--- config.mk ---
export PLATFORM = sky130hd
export DESIGN_NAME = windowed_adaptive_clipper
export DESIGN_NICKNAME = d
export VERILOG_FILES = /design/src/wac_pkg.sv /design/src/wac_ram.sv /design/src/windowed_adaptive_clipper.sv
export SDC_FILE = /design/constraint.sdc
export NUM_CORES = 2
export LEC_CHECK = 0
export BUFFER_PORTS_ARGS = -buffer_cell sky130_fd_sc_hd__buf_2
export CORE_MARGIN = 3
export CORE_UTILIZATION = 35
export CTS_CLUSTER_SIZE = 16
export DETAILED_ROUTE_END_ITERATION = 10
export GPL_TIMING_DRIVEN = 0
export PLACE_DENSITY = 0.54
export REMOVE_ABC_BUFFERS = 1
export SLEW_MARGIN = 20
export SYNTH_ARGS = -nofsm -noshare
export SYNTH_HDL_FRONTEND = slang
export SYNTH_SLANG_ARGS = --single-unit
--- constraint.sdc ---
create_clock -name clk_i -period 16.45 [get_ports clk_i]
set_input_delay 2.4675 -clock clk_i [delete_from_list [all_inputs] [get_ports clk_i]]
set_output_delay 2.4675 -clock clk_i [all_outputs]
set_load 0.05 [all_outputs]
--- src/wac_pkg.sv ---
package wac_pkg;

  localparam int SAMPLE_W   = 16;
  localparam int WINDOW_MAX = 64;
  localparam int ADDR_W     = $clog2(WINDOW_MAX);
  localparam int CNT_W      = $clog2(WINDOW_MAX + 1);
  localparam int LEN_W      = 7;
  localparam int GAIN_W     = 16;
  localparam int SUM_W      = SAMPLE_W + ADDR_W;
  localparam int DIV_W      = SUM_W;
  localparam int DIV_CNT_W  = $clog2(DIV_W);
  localparam int MUL_W      = GAIN_W + 2;
  localparam int PROD_W     = 2 * MUL_W;
  localparam int ACC_W      = PROD_W + 16;
  localparam int CA_W       = 2 * GAIN_W;
  localparam int GCA_W      = 3 * GAIN_W;

  localparam logic signed [SAMPLE_W-1:0] MIN_START = SAMPLE_W'(5000);
  localparam logic signed [SAMPLE_W-1:0] MAX_START = SAMPLE_W'(-5000);

  localparam logic signed [ACC_W-1:0] SAT_MAX = ACC_W'((2 ** (SAMPLE_W - 1)) - 1);
  localparam logic signed [ACC_W-1:0] SAT_MIN = ACC_W'(-(2 ** (SAMPLE_W - 1)));

  typedef enum logic [1:0] {
    MODE_CLIP = 2'd0,
    MODE_FOLD = 2'd1,
    MODE_SAW  = 2'd2,
    MODE_PASS = 2'd3
  } mode_e;

  typedef enum logic [1:0] {
    CFG_MODE     = 2'd0,
    CFG_CUTOFF   = 2'd1,
    CFG_OUT_GAIN = 2'd2,
    CFG_WIN_LEN  = 2'd3
  } cfg_idx_e;

  typedef enum logic [11:0] {
    ST_IDLE      = 12'b0000_0000_0001,
    ST_DIV_AVG   = 12'b0000_0000_0010,
    ST_DIV_SLOPE = 12'b0000_0000_0100,
    ST_CA        = 12'b0000_0000_1000,
    ST_GCA_LO    = 12'b0000_0001_0000,
    ST_GCA_HI    = 12'b0000_0010_0000,
    ST_FETCH     = 12'b0000_0100_0000,
    ST_READ      = 12'b0000_1000_0000,
    ST_MUL       = 12'b0001_0000_0000,
    ST_SCL_LO    = 12'b0010_0000_0000,
    ST_SCL_HI    = 12'b0100_0000_0000,
    ST_PUT       = 12'b1000_0000_0000
  } state_e;

  // arithmetic shift right by 8, rounding toward zero
  function automatic logic signed [ACC_W-1:0] shr8_tz(input logic signed [ACC_W-1:0] v);
    logic signed [ACC_W-1:0] b;
    b = v[ACC_W-1] ? v + ACC_W'(255) : v;
    return b >>> 8;
  endfunction

  // arithmetic shift right by 16, rounding toward zero
  function automatic logic signed [ACC_W-1:0] shr16_tz(input logic signed [ACC_W-1:0] v);
    logic signed [ACC_W-1:0] b;
    b = v[ACC_W-1] ? v + ACC_W'(65535) : v;
    return b >>> 16;
  endfunction

  function automatic logic signed [SAMPLE_W-1:0] sat_sample(input logic signed [ACC_W-1:0] v);
    logic signed [ACC_W-1:0] c;
    c = v;
    if (v > SAT_MAX) c = SAT_MAX;
    if (v < SAT_MIN) c = SAT_MIN;
    return c[SAMPLE_W-1:0];
  endfunction

endpackage

--- src/wac_ram.sv ---
module wac_ram #(
  parameter int WIDTH = 16,
  parameter int DEPTH = 64
) (
  input  logic                     clk_i,
  input  logic                     we_i,
  input  logic [$clog2(DEPTH)-1:0] waddr_i,
  input  logic [WIDTH-1:0]         wdata_i,
  input  logic [$clog2(DEPTH)-1:0] raddr_i,
  output logic [WIDTH-1:0]         rdata_o
);

  logic [WIDTH-1:0] mem_q [DEPTH];
  logic [WIDTH-1:0] rdata_q;

  always_ff @(posedge clk_i) begin
    if (we_i) begin
      mem_q[waddr_i] <= wdata_i;
    end
    rdata_q <= mem_q[raddr_i];
  end

  assign rdata_o = rdata_q;

endmodule

--- src/windowed_adaptive_clipper.sv ---
// Loading: one sample per cycle, for each sample that does not close the window.
// Closing: two 22-bit divisions (average, ramp slope) and gain scaling, then for each result
// fetch, RAM read, multiply (and scale in sawtooth mode) and put, on the shared 18x18 MAC.
// The block takes no sample from the closing beat until the last result is in the output register.
// Reset (async, active low): registers to defaults, window empty, output invalid; the sample
// RAM is not cleared, entries are only read after being written in the current window.
module windowed_adaptive_clipper
  import wac_pkg::*;
(
  input  logic                       clk_i,
  input  logic                       rst_ni,
  // configuration write port
  input  logic                       cfg_we_i,
  input  logic [1:0]                 cfg_idx_i,
  input  logic [GAIN_W-1:0]          cfg_wdata_i,
  // sample input
  input  logic                       in_valid_i,
  output logic                       in_stall_o,
  input  logic signed [SAMPLE_W-1:0] sample_in_i,
  input  logic                       end_of_clip_i,
  // result output
  output logic                       out_valid_o,
  input  logic                       out_stall_i,
  output logic signed [SAMPLE_W-1:0] sample_out_o,
  output logic                       window_last_o
);

  // ---------------------------------------------------------------------------
  // Registers
  // ---------------------------------------------------------------------------
  mode_e                      mode_q, mode_d;
  logic [GAIN_W-1:0]          cut_q, cut_d;
  logic [GAIN_W-1:0]          gain_q, gain_d;
  logic [LEN_W-1:0]           wlen_q, wlen_d;

  state_e                     state_q, state_d;

  // window gather state
  logic [CNT_W-1:0]           fill_q, fill_d;
  logic [CNT_W-1:0]           total_q, total_d;
  logic [SUM_W-1:0]           sum_q, sum_d;
  logic signed [SAMPLE_W-1:0] min_q, min_d;
  logic signed [SAMPLE_W-1:0] max_q, max_d;

  // restoring divider
  logic [DIV_W-1:0]           dquo_q, dquo_d;
  logic [ADDR_W-1:0]          drem_q, drem_d;
  logic [CNT_W-1:0]           dden_q, dden_d;
  logic [DIV_CNT_W-1:0]       dcnt_q, dcnt_d;

  // per-window constants and per-entry datapath
  logic [SAMPLE_W-1:0]        avg_q, avg_d;
  logic [SAMPLE_W-1:0]        slope_q, slope_d;
  logic [CA_W-1:0]            ca_q, ca_d;
  logic [GCA_W-1:0]           gca_q, gca_d;
  logic signed [ACC_W-1:0]    acc_q, acc_d;
  logic signed [MUL_W-1:0]    hold_q, hold_d;
  logic signed [SAMPLE_W-1:0] x_q, x_d;
  logic signed [MUL_W-1:0]    ramp_q, ramp_d;
  logic [ADDR_W-1:0]          idx_q, idx_d;

  logic                       out_valid_q, out_valid_d;
  logic signed [SAMPLE_W-1:0] out_sample_q;
  logic                       out_last_q;

  // ---------------------------------------------------------------------------
  // Handshake and window close decision
  // ---------------------------------------------------------------------------
  logic                       in_acc;
  logic [CNT_W-1:0]           len_eff;
  logic [SAMPLE_W:0]          in_mag;
  logic [SUM_W-1:0]           sum_new;
  logic signed [SAMPLE_W-1:0] min_new, max_new;
  logic [CNT_W-1:0]           fill_new;
  logic                       win_close, win_pad;

  assign in_stall_o = (state_q != ST_IDLE);
  assign in_acc     = in_valid_i && (state_q == ST_IDLE);

  // window length clamped to 1..WINDOW_MAX
  always_comb begin
    if (wlen_q == '0) begin
      len_eff = CNT_W'(1);
    end else if (CNT_W'(wlen_q) > CNT_W'(WINDOW_MAX)) begin
      len_eff = CNT_W'(WINDOW_MAX);
    end else begin
      len_eff = CNT_W'(wlen_q);
    end
  end

  assign in_mag    = sample_in_i[SAMPLE_W-1] ? (SAMPLE_W + 1)'(-$signed({sample_in_i[SAMPLE_W-1],
                                                                          sample_in_i}))
                                             : (SAMPLE_W + 1)'(sample_in_i);
  assign sum_new   = sum_q + SUM_W'(in_mag);
  assign min_new   = (sample_in_i < min_q) ? sample_in_i : min_q;
  assign max_new   = (sample_in_i > max_q) ? sample_in_i : max_q;
  assign fill_new  = fill_q + CNT_W'(1);
  assign win_pad   = (fill_new < len_eff);
  assign win_close = !win_pad || end_of_clip_i;

  // ---------------------------------------------------------------------------
  // Sample RAM: written while gathering, read while emitting
  // ---------------------------------------------------------------------------
  logic [SAMPLE_W-1:0] ram_rdata;

  wac_ram #(
    .WIDTH (SAMPLE_W),
    .DEPTH (WINDOW_MAX)
  ) u_store (
    .clk_i   (clk_i),
    .we_i    (in_acc),
    .waddr_i (fill_q[ADDR_W-1:0]),
    .wdata_i (sample_in_i),
    .raddr_i (idx_q),
    .rdata_o (ram_rdata)
  );

  // ---------------------------------------------------------------------------
  // Divider step: one quotient bit per cycle
  // ---------------------------------------------------------------------------
  logic [CNT_W-1:0]       rem_sh;
  logic                   div_ge;
  logic [ADDR_W-1:0]      rem_nx;
  logic [DIV_W-1:0]       quo_nx;
  logic                   div_done;
  logic signed [SAMPLE_W:0] mm_diff;

  assign rem_sh   = {drem_q, dquo_q[DIV_W-1]};
  assign div_ge   = (rem_sh >= dden_q);
  assign rem_nx   = div_ge ? ADDR_W'(rem_sh - dden_q) : ADDR_W'(rem_sh);
  assign quo_nx   = {dquo_q[DIV_W-2:0], div_ge};
  assign div_done = (dcnt_q == DIV_CNT_W'(DIV_W - 1));
  // never negative: every window holds at least one real sample
  assign mm_diff  = {max_q[SAMPLE_W-1], max_q} - {min_q[SAMPLE_W-1], min_q};

  // ---------------------------------------------------------------------------
  // Shared MAC: acc = base + (a * b) << {0,16}
  // ---------------------------------------------------------------------------
  logic signed [MUL_W-1:0]  mac_a, mac_b;
  logic signed [PROD_W-1:0] mac_p;
  logic signed [ACC_W-1:0]  mac_base, mac_term, mac_sum;
  logic                     mac_sh16;

  always_comb begin
    mac_a    = '0;
    mac_b    = '0;
    mac_base = '0;
    mac_sh16 = 1'b0;
    unique case (state_q)
      ST_CA: begin
        // cutoff * average
        mac_a = $signed({2'b00, cut_q});
        mac_b = $signed({2'b00, avg_q});
      end
      ST_GCA_LO, ST_SCL_LO: begin
        // low half of acc times output gain
        mac_a = $signed({2'b00, gain_q});
        mac_b = $signed({2'b00, acc_q[15:0]});
      end
      ST_GCA_HI, ST_SCL_HI: begin
        // high half, weighted by 2^16, added on
        mac_a    = $signed({2'b00, gain_q});
        mac_b    = hold_q;
        mac_base = acc_q;
        mac_sh16 = 1'b1;
      end
      ST_MUL: begin
        if (mode_q == MODE_SAW) begin
          // x * cutoff + ramp * 256
          mac_a    = $signed({2'b00, cut_q});
          mac_b    = MUL_W'(x_q);
          mac_base = ACC_W'(ramp_q) <<< 8;
        end else begin
          mac_a = $signed({2'b00, gain_q});
          mac_b = MUL_W'(x_q);
        end
      end
      default: begin
        mac_a = '0;
      end
    endcase
  end

  assign mac_p    = mac_a * mac_b;
  assign mac_term = mac_sh16 ? (ACC_W'(mac_p) <<< 16) : ACC_W'(mac_p);
  assign mac_sum  = mac_base + mac_term;

  // ---------------------------------------------------------------------------
  // Result shaping for the current entry
  // ---------------------------------------------------------------------------
  logic [SAMPLE_W:0]          x_mag;
  logic                       below_cut;
  logic signed [MUL_W-1:0]    mag_excess;
  logic signed [ACC_W-1:0]    fold_w, clip_t, knee_t, res_full;
  logic signed [SAMPLE_W-1:0] res;

  assign x_mag      = x_q[SAMPLE_W-1] ? (SAMPLE_W + 1)'(-$signed({x_q[SAMPLE_W-1], x_q}))
                                      : (SAMPLE_W + 1)'(x_q);
  assign below_cut  = (CA_W'({x_mag, 8'h00}) < ca_q);
  assign mag_excess = $signed({1'b0, x_mag}) - $signed({2'b00, avg_q});
  assign fold_w     = $signed(ACC_W'(gca_q)) - (ACC_W'(mag_excess) <<< 16);
  assign clip_t     = $signed(ACC_W'(gca_q[GCA_W-1:16]));
  assign knee_t     = (mode_q == MODE_CLIP) ? clip_t : shr16_tz(fold_w);

  always_comb begin
    case (mode_q) inside
      MODE_CLIP, MODE_FOLD: begin
        if (below_cut) begin
          res_full = shr8_tz(acc_q);
        end else begin
          // zero takes the positive side
          res_full = x_q[SAMPLE_W-1] ? -knee_t : knee_t;
        end
      end
      MODE_SAW: res_full = shr16_tz(acc_q);
      default:  res_full = ACC_W'(x_q);
    endcase
  end

  assign res = sat_sample(res_full);

  // ---------------------------------------------------------------------------
  // Sequencer
  // ---------------------------------------------------------------------------
  logic put_ok, last_entry;

  assign put_ok     = !out_valid_q || !out_stall_i;
  assign last_entry = ({1'b0, idx_q} + CNT_W'(1) == total_q);

  always_comb begin
    mode_d  = mode_q;
    cut_d   = cut_q;
    gain_d  = gain_q;
    wlen_d  = wlen_q;
    state_d = state_q;
    fill_d  = fill_q;
    total_d = total_q;
    sum_d   = sum_q;
    min_d   = min_q;
    max_d   = max_q;
    dquo_d  = dquo_q;
    drem_d  = drem_q;
    dden_d  = dden_q;
    dcnt_d  = dcnt_q;
    avg_d   = avg_q;
    slope_d = slope_q;
    ca_d    = ca_q;
    gca_d   = gca_q;
    acc_d   = acc_q;
    hold_d  = hold_q;
    x_d     = x_q;
    ramp_d  = ramp_q;
    idx_d   = idx_q;
    out_valid_d = out_valid_q && out_stall_i;

    if (cfg_we_i) begin
      unique case (cfg_idx_i)
        CFG_MODE:     mode_d = mode_e'(cfg_wdata_i[1:0]);
        CFG_CUTOFF:   cut_d  = cfg_wdata_i;
        CFG_OUT_GAIN: gain_d = cfg_wdata_i;
        CFG_WIN_LEN:  wlen_d = cfg_wdata_i[LEN_W-1:0];
        default:      mode_d = mode_q;
      endcase
    end

    unique case (state_q)
      ST_IDLE: begin
        if (in_acc) begin
          fill_d = fill_new;
          sum_d  = sum_new;
          min_d  = min_new;
          max_d  = max_new;
          if (win_close) begin
            // padded zeros join the min/max but not the average
            if (win_pad) begin
              if (min_new > 0) min_d = '0;
              if (max_new < 0) max_d = '0;
            end
            total_d = win_pad ? len_eff : fill_new;
            dquo_d  = sum_new;
            drem_d  = '0;
            dden_d  = fill_new;
            dcnt_d  = '0;
            state_d = ST_DIV_AVG;
          end
        end
      end
      ST_DIV_AVG: begin
        dquo_d = quo_nx;
        drem_d = rem_nx;
        dcnt_d = dcnt_q + DIV_CNT_W'(1);
        if (div_done) begin
          avg_d   = quo_nx[SAMPLE_W-1:0];
          dquo_d  = DIV_W'(mm_diff[SAMPLE_W-1:0]);
          drem_d  = '0;
          dden_d  = total_q;
          dcnt_d  = '0;
          state_d = ST_DIV_SLOPE;
        end
      end
      ST_DIV_SLOPE: begin
        dquo_d = quo_nx;
        drem_d = rem_nx;
        dcnt_d = dcnt_q + DIV_CNT_W'(1);
        if (div_done) begin
          slope_d = quo_nx[SAMPLE_W-1:0];
          state_d = ST_CA;
        end
      end
      ST_CA: begin
        acc_d   = mac_sum;
        ramp_d  = MUL_W'(min_q);
        state_d = ST_GCA_LO;
      end
      ST_GCA_LO: begin
        ca_d    = acc_q[CA_W-1:0];
        hold_d  = $signed(acc_q[33:16]);
        acc_d   = mac_sum;
        state_d = ST_GCA_HI;
      end
      ST_GCA_HI: begin
        acc_d   = mac_sum;
        gca_d   = mac_sum[GCA_W-1:0];
        state_d = ST_FETCH;
      end
      ST_FETCH: begin
        // RAM read issued at idx_q
        state_d = ST_READ;
      end
      ST_READ: begin
        x_d     = ({1'b0, idx_q} < fill_q) ? $signed(ram_rdata) : '0;
        state_d = ST_MUL;
      end
      ST_MUL: begin
        acc_d   = mac_sum;
        state_d = (mode_q == MODE_SAW) ? ST_SCL_LO : ST_PUT;
      end
      ST_SCL_LO: begin
        hold_d  = $signed(acc_q[33:16]);
        acc_d   = mac_sum;
        state_d = ST_SCL_HI;
      end
      ST_SCL_HI: begin
        acc_d   = mac_sum;
        state_d = ST_PUT;
      end
      ST_PUT: begin
        if (put_ok) begin
          out_valid_d = 1'b1;
          ramp_d      = ramp_q + MUL_W'(slope_q);
          if (last_entry) begin
            idx_d   = '0;
            fill_d  = '0;
            sum_d   = '0;
            min_d   = MIN_START;
            max_d   = MAX_START;
            state_d = ST_IDLE;
          end else begin
            idx_d   = idx_q + ADDR_W'(1);
            state_d = ST_FETCH;
          end
        end
      end
      default: begin
        state_d = ST_IDLE;
      end
    endcase
  end

  always_ff @(posedge clk_i or negedge rst_ni) begin
    if (!rst_ni) begin
      mode_q      <= MODE_CLIP;
      cut_q       <= GAIN_W'(256);
      gain_q      <= GAIN_W'(256);
      wlen_q      <= LEN_W'(WINDOW_MAX);
      state_q     <= ST_IDLE;
      fill_q      <= '0;
      total_q     <= '0;
      sum_q       <= '0;
      min_q       <= MIN_START;
      max_q       <= MAX_START;
      dcnt_q      <= '0;
      idx_q       <= '0;
      out_valid_q <= 1'b0;
    end else begin
      mode_q      <= mode_d;
      cut_q       <= cut_d;
      gain_q      <= gain_d;
      wlen_q      <= wlen_d;
      state_q     <= state_d;
      fill_q      <= fill_d;
      total_q     <= total_d;
      sum_q       <= sum_d;
      min_q       <= min_d;
      max_q       <= max_d;
      dcnt_q      <= dcnt_d;
      idx_q       <= idx_d;
      out_valid_q <= out_valid_d;
    end
  end

  // datapath, no reset
  always_ff @(posedge clk_i) begin
    dquo_q  <= dquo_d;
    drem_q  <= drem_d;
    dden_q  <= dden_d;
    avg_q   <= avg_d;
    slope_q <= slope_d;
    ca_q    <= ca_d;
    gca_q   <= gca_d;
    acc_q   <= acc_d;
    hold_q  <= hold_d;
    x_q     <= x_d;
    ramp_q  <= ramp_d;
    if ((state_q == ST_PUT) && put_ok) begin
      out_sample_q <= res;
      out_last_q   <= last_entry;
    end
  end

  assign out_valid_o   = out_valid_q;
  assign sample_out_o  = out_sample_q;
  assign window_last_o = out_last_q;

endmodule

==> impl_metrics.yaml <==
outcome:
  status: "finished, final reports clean"
power:
  switching_share_pct: 27.9
  internal_power_mw: 6.72
  clock_power_share_pct: 37.5
  p_per_area_nw_per_um2: 102
  power.switching_mw: 2.60
  seqPwrFrac_pct: 47.1
  power_frac_comb_pct: 15.3
  p_leak_nw: 33.6
  peakVddDrop_mv: 0.0956
logic_synthesis:
  ys.flop_type: "edfxtp_1"
  ys_seq_area_share_pct: 52.3
  synth_edf_count: 1292
  synth_cells: 6247
  netlist_area_um2: 81200
  ys_warn_count: 0
  synth.ff_latch_count: 1441
  async_reset_ff_share_pct: 9.23
  synth_cell_type_count: 106
  avgSynthCellArea_um2: 13.0
setup_path:
  r2r_slack_ns: 1.07
  reg2reg_depth: 47
  cp_common_cell: "a21oi_1"
  cp_max_fo: 37
  startpoint_type: "flip-flop"
  endpoint_kind: "flip-flop"
  slowest_stage: "dfrtp_2"
  rr_endpoint: "acc_q[51]$_DFFE_PP_"
  crit_type: "reg2reg"
  critPathArrivalTime_ns: 15.88
  cp.required_ns: 16.96
  worstReg2RegStart: "mode_q[1]$_DFFE_PN0P_"
  cp_slowest_stage_delay_ns: 0.88
floorplan:
  dieArea_um2: 238000
  pin_count: 59
  fp-row-count: 176
  die_h_um: 488
  initial_core_util_pct: 35.3
  coreArea_um2: 230000
  die_w_um: 488
clocking:
  post_cts_buffers: 0
  cts-resized-gates: 0
  cts_buffer_depth: 3
  cts_tree: "built"
  cts_buffers: 156
  path_clk_slew_ns: 0.06
  insertion_delay_ns: 0.86
  root_buffer: "clkbuf_16"
  cts_num_sinks: 1441
  postCtsHoldBufs: 0
  h-tree-depth: 4
detailed_routing:
  routed_wl_um: 232000
  via_per_inst: 5.43
  vias: 51400
  drt_iter0_markers: 4197
  drt_first_pass_iters: 6
  routedWlPerCell_um: 24.5
  ant_nets: 0
  drc: 0
hold_path:
  hold_path_class: "reg2reg"
  whs_path_depth: 2
  hp-start: "sum_q[13]$_DFFE_PN0P_"
  hold_path_end: "sum_q[13]$_DFFE_PN0P_"
global_route:
  track_usage_pct: 19.4
  antenna_found_initial: 13
  grt-ovfl-total: 0
  grt_pass1_wl_um: 345000
  grt_pass1_vias: 52200
  grt_max_degree: 73
final_layout:
  drive_gt1_share_pct: 15.0
  nNetsFinal: 6945
  area_growth_pct: 12.7
timing:
  setup_viol: 0
  rsz0062_at_grt: "false"
  max_freq_ghz: 0.0650
  finalHoldViolCount: 0
  fin_crit_ns: 15.38
  drv_slew: 0
  period_share_pct: 93.5
  fin_tns_setup_ns: 0
  whs_ns: 0.496
  skew_ns: 0.106
  relSlewSlack_pct: 22.2
  worst_pin_slew_ns: 1.15
place:
  dpl.hpwl_um: 168000
  portBuffers: 58
  place_congestion: 0.906
flow_run:
  maxCapViolCount: 0
==> synthesized netlist by cell type, types with 36 or more instances <==
| library cell | count | area share (%) |
|---|---|---|
| edfxtp_1 | 1292 | 48 |
| inv_1 | 528 | 2.4 |
| nand2_1 | 488 | 2.3 |
| nor2_1 | 422 | 1.9 |
| mux4_2 | 336 | 9.3 |
| ha_1 | 310 | 4.8 |
| fa_1 | 300 | 7.4 |
| o21ai_0 | 299 | 1.8 |
| a21oi_1 | 243 | 1.5 |
| clkbuf_1 | 228 | 1.1 |
| xnor2_1 | 184 | 2.0 |
| a21o_1 | 127 | 1.2 |
| dfrtp_1 | 115 | 3.5 |
| nand3_1 | 97 | 0.60 |
| xor2_1 | 87 | 0.94 |
| nor3_1 | 83 | 0.51 |
| nor2b_1 | 61 | 0.47 |
| a22o_1 | 58 | 0.63 |
| nand2b_1 | 56 | 0.43 |
| and3_1 | 48 | 0.37 |
| mux2_2 | 48 | 0.67 |
| and2_1 | 46 | 0.35 |
| nand4_1 | 45 | 0.35 |
| nor4_1 | 44 | 0.34 |
| or3_1 | 41 | 0.32 |
| buf_1 | 36 | 0.17 |
| o31ai_1 | 36 | 0.33 |
==> kinds of logic after synthesis <==
group	share of synthesized area, %
buf+inv	3.83
flops	52.3
compound gates	9.19
simple gates	9.22
mux	10.4
xor+xnor	2.96
other cells	0.00462
fa+ha+maj	12.2
==> worst max-delay path by stage <==
stage                                 startpoint                  end  slack [ns]  cells past startpoint
after global routing       mode_q[1]$_DFFE_PN0P_  acc_q[51]$_DFFE_PP_        0.05                     51
after floorplan           state_q[3]$_DFFE_PN0P_  acc_q[51]$_DFFE_PP_       -0.98                     47
after global placement    state_q[3]$_DFFE_PN0P_  acc_q[51]$_DFFE_PP_       -7.38                     52
after CTS                  mode_q[1]$_DFFE_PN0P_  acc_q[51]$_DFFE_PP_        0.42                     45
after detailed placement   mode_q[1]$_DFFE_PN0P_  acc_q[51]$_DFFE_PP_        0.54                     45
final                      mode_q[1]$_DFFE_PN0P_  acc_q[51]$_DFFE_PP_        1.07                     47
==> critical path: cells and delay by family (launching register included) <==
kind,cells,cell delay [ns]
and+or+nand+nor,10,3.76
AOI/OAI and AO/OA,23,5.48
buffers and inverters,4,0.84
DFF,1,0.88
xor gates and xnor gates,2,0.53
adders and majority gates,8,3.49
==> layout by cell type (no fill, tap or decap), drive strengths merged, types with 41 or more instances in the layout <==
| cell type | n |
|---|---|
| edfxtp | 1292 |
| inv | 535 |
| nand2 | 489 |
| nor2 | 422 |
| mux4 | 336 |
| o21ai | 329 |
| ha | 310 |
| fa | 300 |
| a21oi | 247 |
| clkbuf | 204 |
| xnor2 | 184 |
| buf | 173 |
| a21o | 127 |
| dfrtp | 115 |
| nand3 | 100 |
| xor2 | 88 |
| nor3 | 85 |
| clkinv | 66 |
| nor2b | 61 |
| a22o | 58 |
| nand2b | 56 |
| mux2 | 48 |
| and3 | 48 |
| and2 | 48 |
| nand4 | 46 |
| nor4 | 45 |
| or3 | 41 |
==> final cells by class <==
cell class              instances  area [um^2]
diodes                          6         15.0
inverters                     531         2000
clock inverters                81          976
well taps                    3026         3790
flip-flops and latches       1441        42500
clock buffers                 204         4180
repair buffers                173         1960
fillers                     21500       139000
multi-input cells            3992        36200
==> power by group through the flow <==
stage / logic (mW) / registers, mW / clock network [mW]
floorplan: 0.930 / 4.39 / 0
global placement: 1.34 / 4.47 / 0
detailed placement: 1.43 / 4.47 / 0
CTS: 1.43 / 4.39 / 3.58
global route: 1.60 / 4.41 / 3.73
finish: 1.43 / 4.39 / 3.50
==> layer usage <==
layer / wire length (um) / part of all wire [%] / GRT usage [%] / vias up
li1: - / - / - / 23300
met1: 98800 / 43 / 25.7 / 26400
met2: 115000 / 49 / 33.1 / 1366
met3: 11800 / 5.1 / 2.91 / 309
met4: 6810 / 2.9 / 5.74 / 0
met5: 0 / 0 / 0 / -
==> sequential cells by signal (all words and copies together), names as in the netlist, 18 cells and up <==
signal,flops
dquo_q,22
ca_q,32
sum_q,22
acc_q,52
ramp_q,18
gca_q,48
hold_q,18
u_store.mem_q,1024
==> metrics by stage <==
step / power, mW / cell area [um^2] / setup slack, ns / cells / util (%)
final: 9.32 / 91600 / 1.07 / 9454 / 39.8
after CTS: 9.41 / 91500 / 0.420 / 9448 / 39.7
after global placement: 5.80 / 84200 / -7.38 / 9048 / 36.6
after detailed placement: 5.89 / 86400 / 0.535 / 9163 / 37.5
after floorplan: 5.32 / 80100 / -0.982 / 5964 / -
after global routing: 9.74 / 91500 / 0.0492 / 9449 / 39.7
No activity file was read; power rests on OpenSTA's default activity.
